**config.mk**
```make
export PLATFORM = sky130hd
export DESIGN_NAME = hfd_front_flat
export DESIGN_NICKNAME = d
export VERILOG_FILES = /design/src/hw/rtl/hfd_pkg.sv /design/src/hw/rtl/hfd_if.sv /design/src/hw/rtl/hfd_front.sv /design/src/flat_wrapper.sv
export SDC_FILE = /design/constraint.sdc
export NUM_CORES = 1
export LEC_CHECK = 0
export BUFFER_PORTS_ARGS = -buffer_cell sky130_fd_sc_hd__buf_2
export CORE_MARGIN = 3
export CORE_UTILIZATION = 40
export DETAILED_ROUTE_END_ITERATION = 8
export PLACE_DENSITY = 0.72
export SYNTH_ARGS = -nofsm -noshare
export SYNTH_HDL_FRONTEND = slang
export SYNTH_SLANG_ARGS = --single-unit
```
**constraint.sdc**
```tcl
create_clock -name clock -period 1.9 [get_ports clock]
set_input_delay 0.095 -clock clock [delete_from_list [all_inputs] [get_ports clock]]
set_output_delay 0.095 -clock clock [all_outputs]
set_load 0.02 [all_outputs]
```
**src/hw/rtl/hfd_pkg.sv**
```systemverilog
// Shared types and constants of the Huffman file decoder.
// Used by the front queue, the decode engine, the response stage and the top level.
package hfd_pkg;

   localparam int NodeCount   = 256;
   localparam int MaxSymbols  = 256;
   localparam int LengthBytes = 4;
   localparam int QueueDepth  = 4;
   localparam int QueueAw     = $clog2(QueueDepth);

   typedef enum logic [2:0] {
      PH_COUNT,
      PH_PAIRS,
      PH_CODES,
      PH_LENGTH,
      PH_DATA,
      PH_DONE,
      PH_ERROR
   } phase_type;

   typedef enum logic [2:0] {
      S_IDLE,
      S_NODE_RD,
      S_NODE_EX,
      S_CLR_NEW,
      S_SKIP_RD,
      S_SKIP_CHK,
      S_FLUSH
   } eng_state_type;

   typedef struct packed {
      logic       sof;
      logic [7:0] data;
   } q_item_type;

   typedef struct packed {
      logic       valid;
      q_item_type item;
   } q_out_type;

   typedef struct packed {
      logic [7:0] symbol;
      logic       done;
      logic       err;
   } res_type;

   typedef struct packed {
      logic    push;
      logic    flush;
      res_type res;
   } emit_type;

endpackage

```
**src/hw/rtl/hfd_if.sv**
```systemverilog
// Request and response channel interfaces of the Huffman file decoder.
// Valid/ready handshake with payload; no package dependency.
interface hfd_req_if;
   logic       valid;
   logic       ready;
   logic [7:0] data_byte;
   logic       start_of_file;
   modport source (output valid, data_byte, start_of_file, input ready);
   modport sink (input valid, data_byte, start_of_file, output ready);
endinterface


```
**src/hw/rtl/hfd_front.sv**
```systemverilog
// Front request queue: accepts input bytes and tags start-of-file.
// Depends on hfd_pkg and hfd_req_if.
module hfd_front (
   input  logic              clock,
   input  logic              reset,
   hfd_req_if.sink           req_ch,
   input  logic              pop,
   output hfd_pkg::q_out_type q_out
);
   hfd_pkg::q_item_type          mem_ff [hfd_pkg::QueueDepth];
   logic [hfd_pkg::QueueAw-1:0]  wr_ff, rd_ff;
   logic [hfd_pkg::QueueAw:0]    cnt_ff, cnt_in;
   logic                         push, do_pop;

   assign req_ch.ready = (cnt_ff != (hfd_pkg::QueueAw+1)'(hfd_pkg::QueueDepth));
   assign push         = req_ch.valid && req_ch.ready;
   assign do_pop       = pop && (cnt_ff != '0);
   assign q_out.valid  = (cnt_ff != '0);
   assign q_out.item   = mem_ff[rd_ff];

   always_comb begin
      cnt_in = cnt_ff;
      if (push && !do_pop) cnt_in = cnt_ff + 1'b1;
      else if (!push && do_pop) cnt_in = cnt_ff - 1'b1;
   end

   always_ff @(posedge clock) begin
      if (reset) begin
         wr_ff  <= '0;
         rd_ff  <= '0;
         cnt_ff <= '0;
      end else begin
         cnt_ff <= cnt_in;
         if (push) wr_ff <= wr_ff + 1'b1;
         if (do_pop) rd_ff <= rd_ff + 1'b1;
      end
   end

   always_ff @(posedge clock) begin
      if (push) begin
         mem_ff[wr_ff].sof  <= req_ch.start_of_file;
         mem_ff[wr_ff].data <= req_ch.data_byte;
      end
   end

endmodule

```
**src/flat_wrapper.sv**
```systemverilog
// flat-port wrapper written by rule: the top's interface ports become plain ports
module hfd_front_flat 
  (clock, reset, pop, q_out, req_ch_valid, req_ch_data_byte, req_ch_start_of_file, req_ch_ready);
  hfd_req_if req_ch_i ();
  input  logic clock;
  input  logic reset;
  input  logic pop;
  output hfd_pkg::q_out_type q_out;
  input wire logic [$bits(req_ch_i.valid)-1:0] req_ch_valid;
  input wire logic [$bits(req_ch_i.data_byte)-1:0] req_ch_data_byte;
  input wire logic [$bits(req_ch_i.start_of_file)-1:0] req_ch_start_of_file;
  output wire logic [$bits(req_ch_i.ready)-1:0] req_ch_ready;
  assign req_ch_i.valid = req_ch_valid;
  assign req_ch_i.data_byte = req_ch_data_byte;
  assign req_ch_i.start_of_file = req_ch_start_of_file;
  assign req_ch_ready = req_ch_i.ready;
  hfd_front u_core (.clock(clock), .reset(reset), .req_ch(req_ch_i), .pop(pop), .q_out(q_out));
endmodule
```
=== After elaboration in Yosys (flattened, before gate mapping) ===
Memories as Yosys holds them, arrays and structs flattened. A register that Yosys moved wholly into a read port is not among the register bits.
Index checks and enable logic that the tools add are counted.
W data, S select, Z words.

* Bits of input ports: 13
* Register bits after elaboration: 7
* Output and inout port bits: 11
* Bits in latches: 0
* Memory bits (writable): 36
* Memory bits (read-only): 0
* Memories: 1
* Logic and storage cells: 23

* Bitwise operators: 0
* Reduce and logical (&&, ||, !) cells: 8
* Muxes and demuxes: 6
* Divide/modulo/power cells: 0
* Multipliers: 0
* Magnitude comparators: 0
* Eq/ne operators: 1
* Shifts and indexed selects: 0
* $add $sub $neg: 4

{| class="wikitable"
|+ Memories
! name !! words !! width !! rd ports !! clocked after memory_dff !! wr ports !! line !! text
|-
| u_core.mem_ff || 4 || 9 || 1 || 1 || 1 || hfd_front.sv:10 || <nowiki>hfd_pkg::q_item_type mem_ff [hfd_pkg::QueueDepth];</nowiki>
|}

{| class="wikitable"
|+ Operators by type and width
! cell !! count
|-
| $mux W3 || 2
|-
| $add A2 B1 Y2 const B || 2
|-
| $logic_and A1 B1 Y1 || 4
|-
| $mux W2 || 2
|-
| $add A3 B1 Y3 const B || 1
|-
| $ne A3 B3 Y1 const B || 1
|-
| $reduce_bool A3 Y1 || 1
|-
| $sub A3 B1 Y3 const B || 1
|-
| $logic_not A1 Y1 || 2
|-
| $mux W1 || 2
|-
| $reduce_bool A2 Y1 || 1
|}

=== Logic depth before layout (Yosys ltp) ===
* Word-level depth: 6
* Depth in mapped cells: 8
* Mapped depth without buffers: 8

=== Least setup slack after synthesis ===
Ideal clock, no wire load.

* Path kind: register -> register
* From: register u_core.cnt_ff[0] (netlist name)
* To: register u_core.cnt_ff[2] (netlist name)
* Stages on the path, launching flop included: 9
* Data arrival time: 1,920 ps
* Setup time: 70 ps
* Required time: 1,830 ps
* Path buffers: 0
* Setup slack: -90 ps
* Period minus slack after synthesis: 1,990 ps
* Cells stage by stage: dfxtp_1 nor2_2 a21boi_4 ha_1 inv_1 fa_1 xor2_1 or3_1 a21oi_1

* Cells in the longest elaborated chain, start to end: 5

{| class="wikitable"
|+ RTL lines
! item !! line !! text
|-
| start, declared || hfd_front.sv:12 || <nowiki>logic [hfd_pkg::QueueAw:0] cnt_ff, cnt_in;</nowiki>
|-
| start signal, assigned || hfd_front.sv:33 || <nowiki>cnt_ff <= cnt_in;</nowiki>
|-
| $ne A3 B3 Y1 (*) || hfd_front.sv:15 || <nowiki>assign req_ch.ready = (cnt_ff != (hfd_pkg::QueueAw+1)'(hfd_pkg::QueueDepth));</nowiki>
|-
| $logic_and A1 B1 Y1 (*) || hfd_front.sv:16 || <nowiki>assign push = req_ch.valid && req_ch.ready;</nowiki>
|-
| net u_core.push || hfd_front.sv:13 || <nowiki>logic push, do_pop;</nowiki>
|-
| $logic_not A1 Y1 || hfd_front.sv:24 || <nowiki>else if (!push && do_pop) cnt_in = cnt_ff - 1'b1;</nowiki>
|-
| $logic_and A1 B1 Y1 || hfd_front.sv:24 ||
|-
| $reduce_bool A2 Y1 (no source line) || n/a ||
|}

Mark *: on every way through the listed nets, which the timed path passes. The rest lies on a longest branch. The select of a mux whose other input is x is not followed.
A chain may end at the register's enable or synchronous reset.

=== Worst setup path in the final report ===
* From: register u_core.cnt_ff[0] (netlist name)
* To: register u_core.cnt_ff[2] (netlist name)

* Cells in the longest elaborated chain, start to end: 5

{| class="wikitable"
|+ RTL lines
! item
|-
| branches (longest 5 deep; another with $sub A3 B1 Y3)
|}

Parallel ways; which one is timed is not known. The select of a mux whose other input is x is not followed.

==> flow_metrics.py <==
metrics = {
    "run_status": {
        "status": "complete, but fails checks",
        "violations": "negative setup slack",
    },
    "yosys": {
        "syn_inst": 95,
        "syn-cell-area_mm2": 0.00177,
        "yosys_warnings": 0,
        "ys_ff_latch": 45,
        "synthDistinctLibCells": 23,
        "syn_nets": 114,
        "yosysSeqAreaShare": 0.711,
        "synth.avg_cell_area_um2": 18.7,
    },
    "setup_path": {
        "cp_cell_sequence": "o31ai_4, ha_2, inv_1, fa_2, xor2_1, o21ai_0, a21oi_2",
        "crit_family": "compound AO/OA/AOI/OAI gates",
        "crit_required_ns": 2.07,
        "slowest_delay_ns": 0.37,
        "r2r_cells": 7,
        "critPathCaptureType": "register",
        "crit_buf_inv": 1,
        "worstSetupPathType": "reg -> reg",
        "r2r_start": "u_core.cnt_ff[0]$_SDFFE_PP0P_",
        "start_kind": "register",
        "slowest_stage": "dfxtp_4",
        "crit_fanout": 4,
        "worstPathArrival_ns": 2.11,
        "crit_cells": 7,
        "startpoint": "u_core.cnt_ff[0]$_SDFFE_PP0P_",
    },
    "routing": {
        "ant_nets": 0,
        "drc": 0,
        "dr_total_vias": 928,
        "wire_per_inst_um": 16.7,
        "first_pass_iters": 4,
        "vias_per_cell": 5.04,
        "wirelength_mm": 3.07,
        "drtIter0Drc": 69,
    },
    "finish": {
        "nNetsFinal": 152,
        "multiInputGateArea_um2": 507,
        "area_growth_pct": 20.0,
        "nFillCells": 370,
        "mostFrequentLayoutCell": "edfxtp_1",
        "final_util": 0.514,
        "n_antenna_cell": 0,
        "drive_gt1_frac": 0.440,
        "seq_area_mm2": 0.00127,
        "final_cell_mix": "edfxtp_1, buf_2, buf_4, mux4_2",
    },
    "sta": {
        "setup_ws_ns": -0.0363,
        "skew_ns": 0.00552,
        "fin_crit_sh": 1.02,
        "holdWs_ns": 0.0237,
        "worst_pin_slew_ns": 0.489,
        "rsz0062_at_grt": "yes",
        "min_period_ns": 1.94,
        "setup_viol": 1,
        "slew_viol_final": 0,
        "slew_headroom": 0.674,
        "fmax_mhz": 516,
        "hold_viol": 0,
    },
    "placed_design": {
        "hpwlAfterDp_mm": 2.05,
        "numPortBuffers": 23,
        "place_congestion": 0.676,
    },
    "min_path": {
        "hp-start": "req_ch_data_byte[2]",
        "worstHoldPathCells": 1,
        "hp-class": "in -> reg",
    },
    "floorplanning": {
        "start_util": 0.428,
        "dieArea_mm2": 0.00527,
        "core_region_area_mm2": 0.00414,
        "dieHeight_um": 72.6,
        "rows": 23,
        "num_io_pins": 24,
        "fp.dieW_um": 72.6,
    },
    "global_route": {
        "grt_pass1_vias": 1028,
        "grt_max_degree": 14,
        "antenna_found_initial": 0,
        "overflow": 0,
        "grt_pass1_wl_mm": 4.86,
        "grt_usage": 0.125,
    },
    "clock_tree": {
        "cts_buffer_depth": 2,
        "cts_buffers": 5,
        "clock-sinks": 45,
        "ctsHtreeMaxLevel": 2,
        "clkSlewWorstSetupHoldPaths_ns": 0.08,
        "clkLatencyLatePin_ns": 0.29,
        "cts_tree": "built",
        "root_buffer": "clkbuf_8",
    },
    "run": {
        "drv_cap": 0,
    },
    "power": {
        "p_per_area_mw_per_mm2": 1320,
        "ir_drop_mv": 0.853,
        "p_leak_nw": 0.782,
    },
}
## metrics by stage
stage	total power [mW]	instance area, µm²	setup WS, ns	std cells	setup TNS, ns
5_1_grt	2.96	2130	-0.115	184	-0.115
3_3_place_gp	2.14	1990	0.0362	169	0
6_report	2.80	2130	-0.0363	184	-0.0363
3_5_place_dp	2.20	1990	-0.0649	169	-0.0649
2_1_floorplan	1.92	1790	0.0132	95	0
4_1_cts	2.81	2120	0.0111	183	0
## registers in the layout, summed over array words and instances (netlist names), named ones only
register and cells:
u_core.mem_ff 36, u_core.rd_ff 2, u_core.wr_ff 2, u_core.cnt_ff 3
## worst paths after layout
kind / to / slack (ns)
worst min register to register: u_core.wr_ff[1]$_SDFFE_PP0P_ / 0.51
worst max register to register: u_core.cnt_ff[2]$_SDFFE_PP0P_ / -0.04
worst max-delay path: u_core.cnt_ff[2]$_SDFFE_PP0P_ / -0.04
worst min-delay path: u_core.mem_ff[3][2]$_DFFE_PP_ / 0.02
## cell type report
class | instances | share of cell area
sequential | 45 | 0.596
multi-input combinational | 44 | 0.238
timing repair buffer | 34 | 0.0928
clock buffer | 6 | 0.0341
tap | 50 | 0.0294
inverter | 3 | 0.00529
clock inverter | 2 | 0.00470
## metal layers
| metal | track usage | wire length [µm] |
|---|---|---|
| met3 | 0.0386 | 180 |
| met4 | 0.0430 | 42 |
| met2 | 0.237 | 1670 |
| met5 | 0 | 0 |
| met1 | 0.127 | 1170 |
## cells in the mapped netlist
| library cell | instances | area [µm²] |
|---|---|---|
| nor2_1 | 7 | 26.3 |
| or3_2 | 1 | 7.51 |
| dfxtp_1 | 9 | 180 |
| nand2b_1 | 2 | 12.5 |
| or3_1 | 1 | 6.26 |
| a21oi_1 | 1 | 5.00 |
| fa_1 | 1 | 20.0 |
| inv_1 | 3 | 11.3 |
| o31ai_2 | 1 | 12.5 |
| ha_1 | 5 | 62.6 |
| buf_2 | 1 | 5.00 |
| edfxtp_1 | 36 | 1080 |
| xor2_1 | 4 | 35.0 |
| mux2_1 | 1 | 11.3 |
| clkbuf_1 | 2 | 7.51 |
| o311ai_1 | 1 | 8.76 |
| nor2_2 | 1 | 6.26 |
| mux2i_1 | 2 | 20.0 |
| nand2_1 | 1 | 3.75 |
| o21ai_0 | 1 | 5.00 |
| mux4_2 | 9 | 203 |
| and2_1 | 4 | 25.0 |
| a21boi_4 | 1 | 18.8 |
## cells by family (layout without fill, tap and decap cells)
family                     Yosys count  count (layout)  share of synthesized area
AOI/OAI and AO/OA                    5               5                     0.0282
xor gates and xnor gates             4               4                     0.0197
adders and majority gates            6               6                     0.0465
buffers and inverters                6              45                     0.0134
DFF                                 45              45                      0.711
muxes                               12              12                      0.132
and+or+nand+nor                     17              17                     0.0494
## what timing repair did
action	in CTS	in global routing
hold buffers	0	0
setup buffers	6	1
endpoints found under the setup margin	1	1
endpoints found under the hold margin	0	0
gates resized for setup	2	1
pin swaps	3	1
## power breakdown
group	total [mW]	switching [mW]	internal, mW
combinational	0.948	0.497	0.451
sequential	1.31	0.0896	1.22
clock	0.547	0.292	0.255
total	2.80	0.878	1.92
No activity file was read; power rests on OpenSTA's default activity.
