**config.mk**
```make
export PLATFORM = sky130hd
export DESIGN_NAME = hfd_rsp_flat
export DESIGN_NICKNAME = d
export VERILOG_FILES = /design/src/hw/rtl/hfd_pkg.sv /design/src/hw/rtl/hfd_if.sv /design/src/hw/rtl/hfd_rsp.sv /design/src/flat_wrapper.sv
export SDC_FILE = /design/constraint.sdc
export NUM_CORES = 1
export LEC_CHECK = 0
export ABC_AREA = 1
export BUFFER_PORTS_ARGS = -buffer_cell sky130_fd_sc_hd__buf_2
export CAP_MARGIN = 20
export CORE_UTILIZATION = 40
export CTS_BUF_LIST = sky130_fd_sc_hd__clkbuf_16
export DETAILED_ROUTE_END_ITERATION = 16
export PLACE_DENSITY_LB_ADDON = 0.3
export SLEW_MARGIN = 40
export SYNTH_ARGS = -nofsm -noshare
export SYNTH_HDL_FRONTEND = slang
export SYNTH_SLANG_ARGS = --single-unit
```
**constraint.sdc**
```tcl
create_clock -name clock -period 1.7 [get_ports clock]
set_clock_uncertainty 0.05 [all_clocks]
set_input_delay 0.255 -clock clock [delete_from_list [all_inputs] [get_ports clock]]
set_output_delay 0.255 -clock clock [all_outputs]
set_load 0.01 [all_outputs]
```
**src/hw/rtl/hfd_pkg.sv**
```systemverilog
// Shared types and constants of the Huffman file decoder.
// Used by the front queue, the decode engine, the response stage and the top level.
package hfd_pkg;

   localparam int NodeCount   = 256;
   localparam int MaxSymbols  = 256;
   localparam int LengthBytes = 4;
   localparam int QueueDepth  = 4;
   localparam int QueueAw     = $clog2(QueueDepth);

   typedef enum logic [2:0] {
      PH_COUNT,
      PH_PAIRS,
      PH_CODES,
      PH_LENGTH,
      PH_DATA,
      PH_DONE,
      PH_ERROR
   } phase_type;

   typedef enum logic [2:0] {
      S_IDLE,
      S_NODE_RD,
      S_NODE_EX,
      S_CLR_NEW,
      S_SKIP_RD,
      S_SKIP_CHK,
      S_FLUSH
   } eng_state_type;

   typedef struct packed {
      logic       sof;
      logic [7:0] data;
   } q_item_type;

   typedef struct packed {
      logic       valid;
      q_item_type item;
   } q_out_type;

   typedef struct packed {
      logic [7:0] symbol;
      logic       done;
      logic       err;
   } res_type;

   typedef struct packed {
      logic    push;
      logic    flush;
      res_type res;
   } emit_type;

endpackage

```
**src/hw/rtl/hfd_if.sv**
```systemverilog


interface hfd_rsp_if;
   logic       valid;
   logic       ready;
   logic [7:0] symbol;
   logic       last_of_byte;
   logic       message_done;
   logic       error;
   modport source (output valid, symbol, last_of_byte, message_done, error, input ready);
   modport sink (input valid, symbol, last_of_byte, message_done, error, output ready);
endinterface

```
**src/hw/rtl/hfd_rsp.sv**
```systemverilog
// Response stage: holds one result until the next shows whether it ends its byte.
// Depends on hfd_pkg and hfd_rsp_if.
module hfd_rsp (
   input  logic              clock,
   input  logic              reset,
   input  hfd_pkg::emit_type emit,
   output logic              eng_ok,
   hfd_rsp_if.source         rsp_ch
);
   logic             pend_v_ff, out_v_ff, out_free, move;
   hfd_pkg::res_type pend_ff, out_ff;
   logic             out_last_ff;

   assign out_free = !out_v_ff || rsp_ch.ready;
   assign eng_ok   = !pend_v_ff || out_free;
   assign move     = pend_v_ff && out_free && (emit.push || emit.flush);

   assign rsp_ch.valid        = out_v_ff;
   assign rsp_ch.symbol       = out_ff.symbol;
   assign rsp_ch.message_done = out_ff.done;
   assign rsp_ch.error        = out_ff.err;
   assign rsp_ch.last_of_byte = out_last_ff;

   always_ff @(posedge clock) begin
      if (reset) begin
         pend_v_ff <= 1'b0;
         out_v_ff  <= 1'b0;
      end else begin
         if (move) out_v_ff <= 1'b1;
         else if (rsp_ch.ready) out_v_ff <= 1'b0;
         if (emit.push && eng_ok) pend_v_ff <= 1'b1;
         else if (emit.flush && eng_ok) pend_v_ff <= 1'b0;
      end
   end

   always_ff @(posedge clock) begin
      if (move) begin
         out_ff      <= pend_ff;
         out_last_ff <= emit.flush;
      end
      if (emit.push && eng_ok) pend_ff <= emit.res;
   end

endmodule

```
**src/flat_wrapper.sv**
```systemverilog
// flat-port wrapper written by rule: the top's interface ports become plain ports
module hfd_rsp_flat 
  (clock, reset, emit, eng_ok, rsp_ch_valid, rsp_ch_symbol, rsp_ch_last_of_byte, rsp_ch_message_done, rsp_ch_error, rsp_ch_ready);
  hfd_rsp_if rsp_ch_i ();
  input  logic clock;
  input  logic reset;
  input  hfd_pkg::emit_type emit;
  output logic eng_ok;
  output wire logic [$bits(rsp_ch_i.valid)-1:0] rsp_ch_valid;
  output wire logic [$bits(rsp_ch_i.symbol)-1:0] rsp_ch_symbol;
  output wire logic [$bits(rsp_ch_i.last_of_byte)-1:0] rsp_ch_last_of_byte;
  output wire logic [$bits(rsp_ch_i.message_done)-1:0] rsp_ch_message_done;
  output wire logic [$bits(rsp_ch_i.error)-1:0] rsp_ch_error;
  input wire logic [$bits(rsp_ch_i.ready)-1:0] rsp_ch_ready;
  assign rsp_ch_valid = rsp_ch_i.valid;
  assign rsp_ch_symbol = rsp_ch_i.symbol;
  assign rsp_ch_last_of_byte = rsp_ch_i.last_of_byte;
  assign rsp_ch_message_done = rsp_ch_i.message_done;
  assign rsp_ch_error = rsp_ch_i.error;
  assign rsp_ch_i.ready = rsp_ch_ready;
  hfd_rsp u_core (.clock(clock), .reset(reset), .emit(emit), .eng_ok(eng_ok), .rsp_ch(rsp_ch_i));
endmodule
```
After elaboration in Yosys (flattened, before gate mapping)
Index checks and enable logic that the tools add are counted.
{ "totals": {"word_cells": 24, "ff_bits": 23} }
{ "op_classes": {"mux": 4, "n_reduce_logical": 11} }
{ "ops": {"columns": ["cell", "n"], "rows": [
  ["logical AND 1 bit", 4],
  ["two-way mux 1 bit", 4],
  ["nonzero test 2 bit", 2],
  ["logical OR 1 bit", 3],
  ["logical NOT 1 bit", 2]
]} }

Depth between registers and ports, before layout
Gate-level depths: netlist of the first run.
{ "depth": {"depth_word": 6, "ltp_mapped": 6, "ltp_nobuf": 6} }

Least setup slack after synthesis of the first run
Ideal clock, no wire load.
{ "synth_path": {"path_type": "reg-to-reg", "from": "reg u_core.pend_v_ff", "to": "reg u_core.out_ff, in the netlist u_core.rsp_ch.error, enable pin", "t_arrival_ns": 1.014, "required_time_ns": 1.268, "synth_period_minus_slack_ns": 1.446, "setup_slack_ns": 0.254, "path_stages_with_launch": 3, "setup_ns": 0.382, "path_cell_list": "dfxtp_1 o21ai_1 a21oi_1"} }
{ "synth_between": {"elab_chain_cells": 2} }
{ "synth_lines": {"columns": ["element", "line", "source"], "rows": [
  ["from (decl)", "hfd_rsp.sv:10", "logic pend_v_ff, out_v_ff, out_free, move;"],
  ["from (signal assigned)", "hfd_rsp.sv:26", "pend_v_ff <= 1'b0;"],
  ["from (signal assigned)", "hfd_rsp.sv:31", "if (emit.push && eng_ok) pend_v_ff <= 1'b1;"],
  ["from (signal assigned)", "hfd_rsp.sv:32", "else if (emit.flush && eng_ok) pend_v_ff <= 1'b0;"],
  ["logical AND 1 bit (2 in series)", "hfd_rsp.sv:16", "assign move = pend_v_ff && out_free && (emit.push || emit.flush);"],
  ["via u_core.move", "hfd_rsp.sv:10", null],
  ["to (signal assigned)", "hfd_rsp.sv:38", "out_ff <= pend_ff;"],
  ["to (decl)", "hfd_rsp.sv:11", "hfd_pkg::res_type pend_ff, out_ff;"]
]} }
The timed path passes the listed nets, and every way through them passes these cells.
A chain may end at the register's enable or synchronous reset.

Worst setup path in the final report of the first run
{ "layout_path": {"from": "reg u_core.out_v_ff, in the netlist u_core.rsp_ch.valid", "to": "out eng_ok"} }
{ "layout_between": {"elab_chain_cells": 3} }
{ "layout_lines": {"columns": ["element", "line", "source"], "rows": [
  ["from (decl)", "hfd_rsp.sv:10", null],
  ["from (signal assigned)", "hfd_rsp.sv:27", "out_v_ff <= 1'b0;"],
  ["from (signal assigned)", "hfd_rsp.sv:29", "if (move) out_v_ff <= 1'b1;"],
  ["from (signal assigned)", "hfd_rsp.sv:30", "else if (rsp_ch.ready) out_v_ff <= 1'b0;"],
  ["logical NOT 1 bit", "hfd_rsp.sv:14", "assign out_free = !out_v_ff || rsp_ch.ready;"],
  ["logical OR 1 bit", "hfd_rsp.sv:14", null],
  ["logical OR 1 bit", "hfd_rsp.sv:15", "assign eng_ok = !pend_v_ff || out_free;"],
  ["to (decl)", "flat_wrapper.sv:8", "output logic eng_ok;"]
]} }
No other way between the ends.

==> results of run 1 <==
-- flip-flops by register name, summed over array words and instances, names as in the netlist --
signal	count
u_core.pend_ff	10
u_core.rsp_ch.symbol	8
u_core.pend_v_ff	1
u_core.rsp_ch.error	1
u_core.rsp_ch.last_of_byte	1
u_core.rsp_ch.message_done	1
u_core.rsp_ch.valid	1
-- per-layer routing --
layer / global-route usage [%] / vias up / wire [um]
met1: 12.6 / 180 / 417
met2: 17.4 / 12 / 516
met5: 0 / - / 0
li1: - / 201 / -
met4: 9.09 / 0 / 18
met3: 3.60 / 2 / 40
-- worst max-delay path: stages (launching register included) --
cell and delay, ns:
dfxtp_1 0.36, nand2_2 0.09, nor2_4 0.10, inv_2 0.04, buf_2 0.13
-- how the worst max path moves through the flow --
| stage | startpoint | to | slack (ns) | cells past startpoint |
|---|---|---|---|---|
| 2_1_floorplan | u_core.pend_v_ff | u_core.rsp_ch.error | 0.25 | 2 |
| 4_1_cts | u_core.rsp_ch.valid | eng_ok | 0.44 | 4 |
| 3_5_place_dp | rsp_ch_ready | u_core.pend_ff[7] | 0.43 | 7 |
| 5_1_grt | u_core.rsp_ch.valid | eng_ok | 0.39 | 4 |
| 3_3_place_gp | rsp_ch_ready | u_core.pend_ff[8] | 0.48 | 7 |
| 6_report | u_core.rsp_ch.valid | eng_ok | 0.44 | 4 |
-- per-stage QoR --
step	worst slack [ns]	power (mW)	hold WS, ns	utilization, %	cells
after floorplan	0.254	0.698	0.274	-	39
after global placement	0.479	0.733	0.355	53.2	92
after detailed placement	0.434	0.736	0.355	53.2	92
after CTS	0.438	1.21	0.128	57.8	96
after global routing	0.388	1.24	0.128	57.8	96
final	0.439	1.20	0.127	57.8	96
-- cell type report --
type / count / area (sq um)
clock buffer: 3 / 75.1
multi-input combinational: 10 / 51.3
clock inverter: 1 / 3.75
inverter: 6 / 22.5
tap: 25 / 31.3
sequential: 23 / 671
timing repair buffer: 28 / 143
fill: 149 / 729
-- cell usage after synthesis --
library cell | instances | area, sq um
edfxtp_1 | 21 | 631
inv_1 | 4 | 15.0
nand2_1 | 3 | 11.3
a21oi_1 | 2 | 10.0
dfxtp_1 | 2 | 40.0
inv_2 | 2 | 7.51
nor2_1 | 2 | 7.51
nand2_2 | 1 | 6.26
nor2_4 | 1 | 11.3
o21ai_1 | 1 | 5.00
-- cells by family after synthesis --
group                  synth area share [%]
DFF                                    90.1
buffers and inverters                  3.02
AOI/OAI and AO/OA                      2.02
and+or+nand+nor                        4.87
-- power groups by stage --
stage	Clock, mW	Combinational (mW)	Sequential [mW]
3_5_place_dp	0	0.0630	0.673
3_3_place_gp	0	0.0613	0.672
4_1_cts	0.483	0.0632	0.661
2_1_floorplan	0	0.0188	0.680
5_1_grt	0.507	0.0692	0.663
6_report	0.477	0.0620	0.661
==> flow_metrics.env, run 1 <==
export IMPL_worstReg2RegEnd="u_core.pend_ff[3]"
export IMPL_synth_seq_cells=23
export IMPL_rows=15
export IMPL_worstMarginPinSlew_ns=0.374
export IMPL_numCtsBuffers=3
export IMPL_fmax_mhz=793
export IMPL_cts_tree="done"
export IMPL_power_frac_seq_pct=55.1
export IMPL_hold_viol=0
export IMPL_design_core_area_sq_um=1730
export IMPL_wl_um=993
export IMPL_clk_path_buf_depth=2
export IMPL_synthCells=39
export IMPL_p_comb_share_pct=5.2
export IMPL_vias=395
export IMPL_min_from="reset"
export IMPL_finalCritPeriodShare_pct=74.2
export IMPL_min_period_ns=1.26
export IMPL_vdd_drop_max_mv=0.746
export IMPL_critPathMaxFanout=3
export IMPL_worstSetupPathType="flop to output port"
export IMPL_cellLeakagePower_nw=0.415
export IMPL_sw_frac_of_total_pct=17.3
export IMPL_cts_hold_buf=0
export IMPL_fin_tns_setup_ns=0
export IMPL_ioPinCount=28
export IMPL_endpoint_kind="output port"
export IMPL_insertion_delay_ns=0.24
export IMPL_gp_congestion=0.805
export IMPL_power_density_nw_per_um2=1200
export IMPL_hp_class="input port to flop"
export IMPL_clockPowerShare_pct=39.7
export IMPL_synth_avg_cell_area_sq_um=19.1
export IMPL_area_growth_pct=33.9
export IMPL_hold_path_depth=2
export IMPL_slew_violations=0
export IMPL_grt_pass1_vias=345
export IMPL_htree_levels=1
export IMPL_die_w_um=45.1
export IMPL_ff2ff_path_depth=5
export IMPL_cts_sinks=23
export IMPL_power_internal_mw=0.992
export IMPL_start_util_pct=43.1
export IMPL_syn_nets=54
export IMPL_hpwl_um=737
export IMPL_final_common_cell="buf_2"
export IMPL_antenna_cells=0
export IMPL_layout_common_cells="buf_2 (27), edfxtp_1 (21), inv_1 (5)"
export IMPL_synth_cell_area_sq_um=744
export IMPL_first_iter_violations=10
export IMPL_grt_ovfl_total=0
export IMPL_postLayoutCellArea_sq_um=997
export IMPL_cts_root_buf="clkbuf_16"
export IMPL_grt_max_degree=13
export IMPL_dieArea_sq_um=2040
export IMPL_clk_pin_slew_ns=0.05
export IMPL_p_sw_mw=0.207
export IMPL_die_h_um=45.1
export IMPL_layout_drive_gt1_share_pct=49.3
export IMPL_crit_required_ns=1.39
export IMPL_drt_pass1_iter_count=3
export IMPL_drt_antenna_violating_nets=0
export IMPL_ctsResizeCount=0
export IMPL_grt_pass1_wl_um=1480
export IMPL_min_to="u_core.rsp_ch.valid"
export IMPL_placed_cell_area_sq_um=918
export IMPL_remaining_drc_errors=0
export IMPL_antenna_found_initial=0
export IMPL_yosys_cell_types_count=10
export IMPL_yosysSeqAreaShare_pct=90.1
export IMPL_cap_violations=0
export IMPL_max_slew_margin_rel_pct=75.0
export IMPL_r2r_slack_ns=0.49
export IMPL_io_buffer_count=27
export IMPL_status="finished clean"
export IMPL_final_nets=87
export IMPL_ys_warn_count=0
export IMPL_worst_setup_path_start_kind="flop"
export IMPL_crit_arrival_ns=0.96
export IMPL_setup_viol=0
export IMPL_post_cts_buffers=0
export IMPL_grt_total_usage_pct=11.2
export IMPL_vias_per_cell=4.11
export IMPL_routedWlPerCell_um=10.3
export IMPL_grt_setup_unrepaired="false"
export IMPL_regToRegStartpoint="u_core.rsp_ch.valid"
Power figures use the tool's default switching activity.
==> run 2, diff against run 1 <==
clock period = 1.1 ns   (was 1.7 ns; I/O delays follow)
==> run 2 against run 1 <==
Compared with the run above:
- the flow now finishes with violations (setup timing)
- sequential power is 54% higher
- power increased by 55%
- core utilization rose by 3.4 points
- clock power up 52%
- global-route usage shrank 2.1 points
- critical path type unchanged
- critical endpoint unchanged
==> flow_metrics.env, run 2 (synthesized netlist as in run 1, its figures left out) <==
export IMPL_power_density_nw_per_um2=1760
export IMPL_finalCritPeriodShare_pct=101
export IMPL_dr_max_layer_used="met3"
export IMPL_largest_register="u_core.pend_ff"
export IMPL_grt_pass1_vias=325
export IMPL_cts_hold_buf=0
export IMPL_gp_congestion=0.662
export IMPL_final_common_cell="buf_2"
export IMPL_vias_per_cell=4.11
export IMPL_crit_required_ns=0.88
export IMPL_placed_cell_area_sq_um=947
export IMPL_ioPinCount=28
export IMPL_area_growth_pct=41.8
export IMPL_grt_pass1_wl_um=1220
export IMPL_holdWs_ns=0.0270
export IMPL_endpoint_kind="output port"
export IMPL_first_iter_violations=2
export IMPL_power_frac_seq_pct=54.9
export IMPL_io_buffer_count=27
export IMPL_cellLeakagePower_nw=0.442
export IMPL_hp_class="input port to flop"
export IMPL_grt_setup_unrepaired="true"
export IMPL_hpwl_um=658
export IMPL_post_route_util_pct=61.2
export IMPL_vias=403
export IMPL_cts_sinks=23
export IMPL_vdd_drop_max_mv=0.893
export IMPL_min_period_ns=1.12
export IMPL_largest_reg_flops=10
export IMPL_rows=15
export IMPL_layout_drive_gt1_share_pct=57.5
export IMPL_grt_ovfl_total=0
export IMPL_critPathMaxFanout=3
export IMPL_hold_viol=0
export IMPL_insertion_delay_ns=0.25
export IMPL_layout_common_cells="buf_2 (26), edfxtp_1 (21), inv_1 (4)"
export IMPL_fmax_mhz=896
export IMPL_slew_violations=0
export IMPL_design_core_area_sq_um=1730
export IMPL_start_util_pct=43.1
export IMPL_numCtsBuffers=3
export IMPL_remaining_drc_errors=0
export IMPL_worstSetupPathType="flop to output port"
export IMPL_clockPowerShare_pct=38.9
export IMPL_worst_setup_path_start_kind="flop"
export IMPL_cts_root_buf="clkbuf_16"
export IMPL_final_nets=89
export IMPL_postLayoutCellArea_sq_um=1060
export IMPL_register_area_sq_um=673
export IMPL_cap_violations=0
export IMPL_grt_total_usage_pct=9.13
export IMPL_met2WireLength_um=419
export IMPL_met1Wirelength_um=321
export IMPL_drt_antenna_violating_nets=0
export IMPL_finalWorstSetupSlack_ns=-0.0160
export IMPL_die_w_um=45.1
export IMPL_cts_tree="done"
export IMPL_dieArea_sq_um=2040
export IMPL_sw_frac_of_total_pct=16.9
export IMPL_die_h_um=45.1
export IMPL_wl_met3_um=74
export IMPL_p_comb_share_pct=6.2
export IMPL_place_inst=92
export IMPL_multi_input_area_sq_um=71.3
export IMPL_crit_arrival_ns=0.90
export IMPL_stdcell_count=98
export IMPL_clk_path_buf_depth=2
export IMPL_nFillCells=146
export IMPL_clk_pin_slew_ns=0.05
export IMPL_fin_tns_setup_ns=-0.0160
export IMPL_antenna_cells=0
export IMPL_p_sw_mw=0.315
export IMPL_setup_viol=1
export IMPL_max_slew_margin_rel_pct=88.1
export IMPL_drt_pass1_iter_count=2
export IMPL_htree_levels=1
export IMPL_grt_max_degree=13
export IMPL_worstMarginPinSlew_ns=0.179
export IMPL_antenna_found_initial=0
export IMPL_wl_um=815
export IMPL_power_internal_mw=1.55
export IMPL_failed_checks="setup timing"
export IMPL_routedWlPerCell_um=8.32
export IMPL_status="complete, but fails checks"
==> run 2: worst max-delay path, stage by stage (launching register included) <==
cell and delay, ns:
dfxtp_2 0.35, inv_2 0.05, nor2_4 0.10, inv_2 0.04
buf_6 0.11
==> run 2: stage by stage <==
step	worst slack [ns]	power, mW
floorplan	0.0201	1.09
global placement	0.0184	1.15
detailed placement	0.0122	1.15
CTS	-0.0332	1.88
global route	-0.0559	1.94
finish	-0.0160	1.86
==> run 2: layer usage <==
metal  vias up  track usage (%)
li1        206                -
met1       177             10.1
met2        20             13.6
met3         0             4.00
met4         0             7.27
met5         -                0
==> run 2: repair_timing <==
action,CTS,global route
resized for setup,2,2
cloned,0,0
setup endpoints to repair,1,11
pin swaps,1,1
buffers inserted,2,0
==> run 2: area by class of cell <==
type	instances	area share (%)
Clock buffer	3	7.11
Clock inverter	1	0.355
Inverter	6	2.37
Multi-Input combinational cell	10	6.75
Sequential cell	23	63.7
Tap cell	25	2.96
Timing Repair Buffer	30	16.7
==> run 2: worst paths after layout <==
path | startpoint | end | slack, ns | cells after the start
setup / recovery | u_core.pend_v_ff | eng_ok | -0.02 | 4
hold / removal | reset | u_core.rsp_ch.valid | 0.03 | 2
setup reg to reg | u_core.rsp_ch.valid | u_core.rsp_ch.symbol[5] | 0.02 | 3
hold reg to reg | u_core.pend_ff[2] | u_core.rsp_ch.symbol[0] | 0.37 | 0
==> run 2: power groups by stage <==
stage               Clock, mW  Sequential (mW)  Combinational (mW)
finish                  0.724             1.02               0.116
global route            0.784             1.03               0.127
CTS                     0.742             1.02               0.115
detailed placement          0             1.04               0.109
global placement            0             1.04               0.108
floorplan                   0             1.05              0.0342
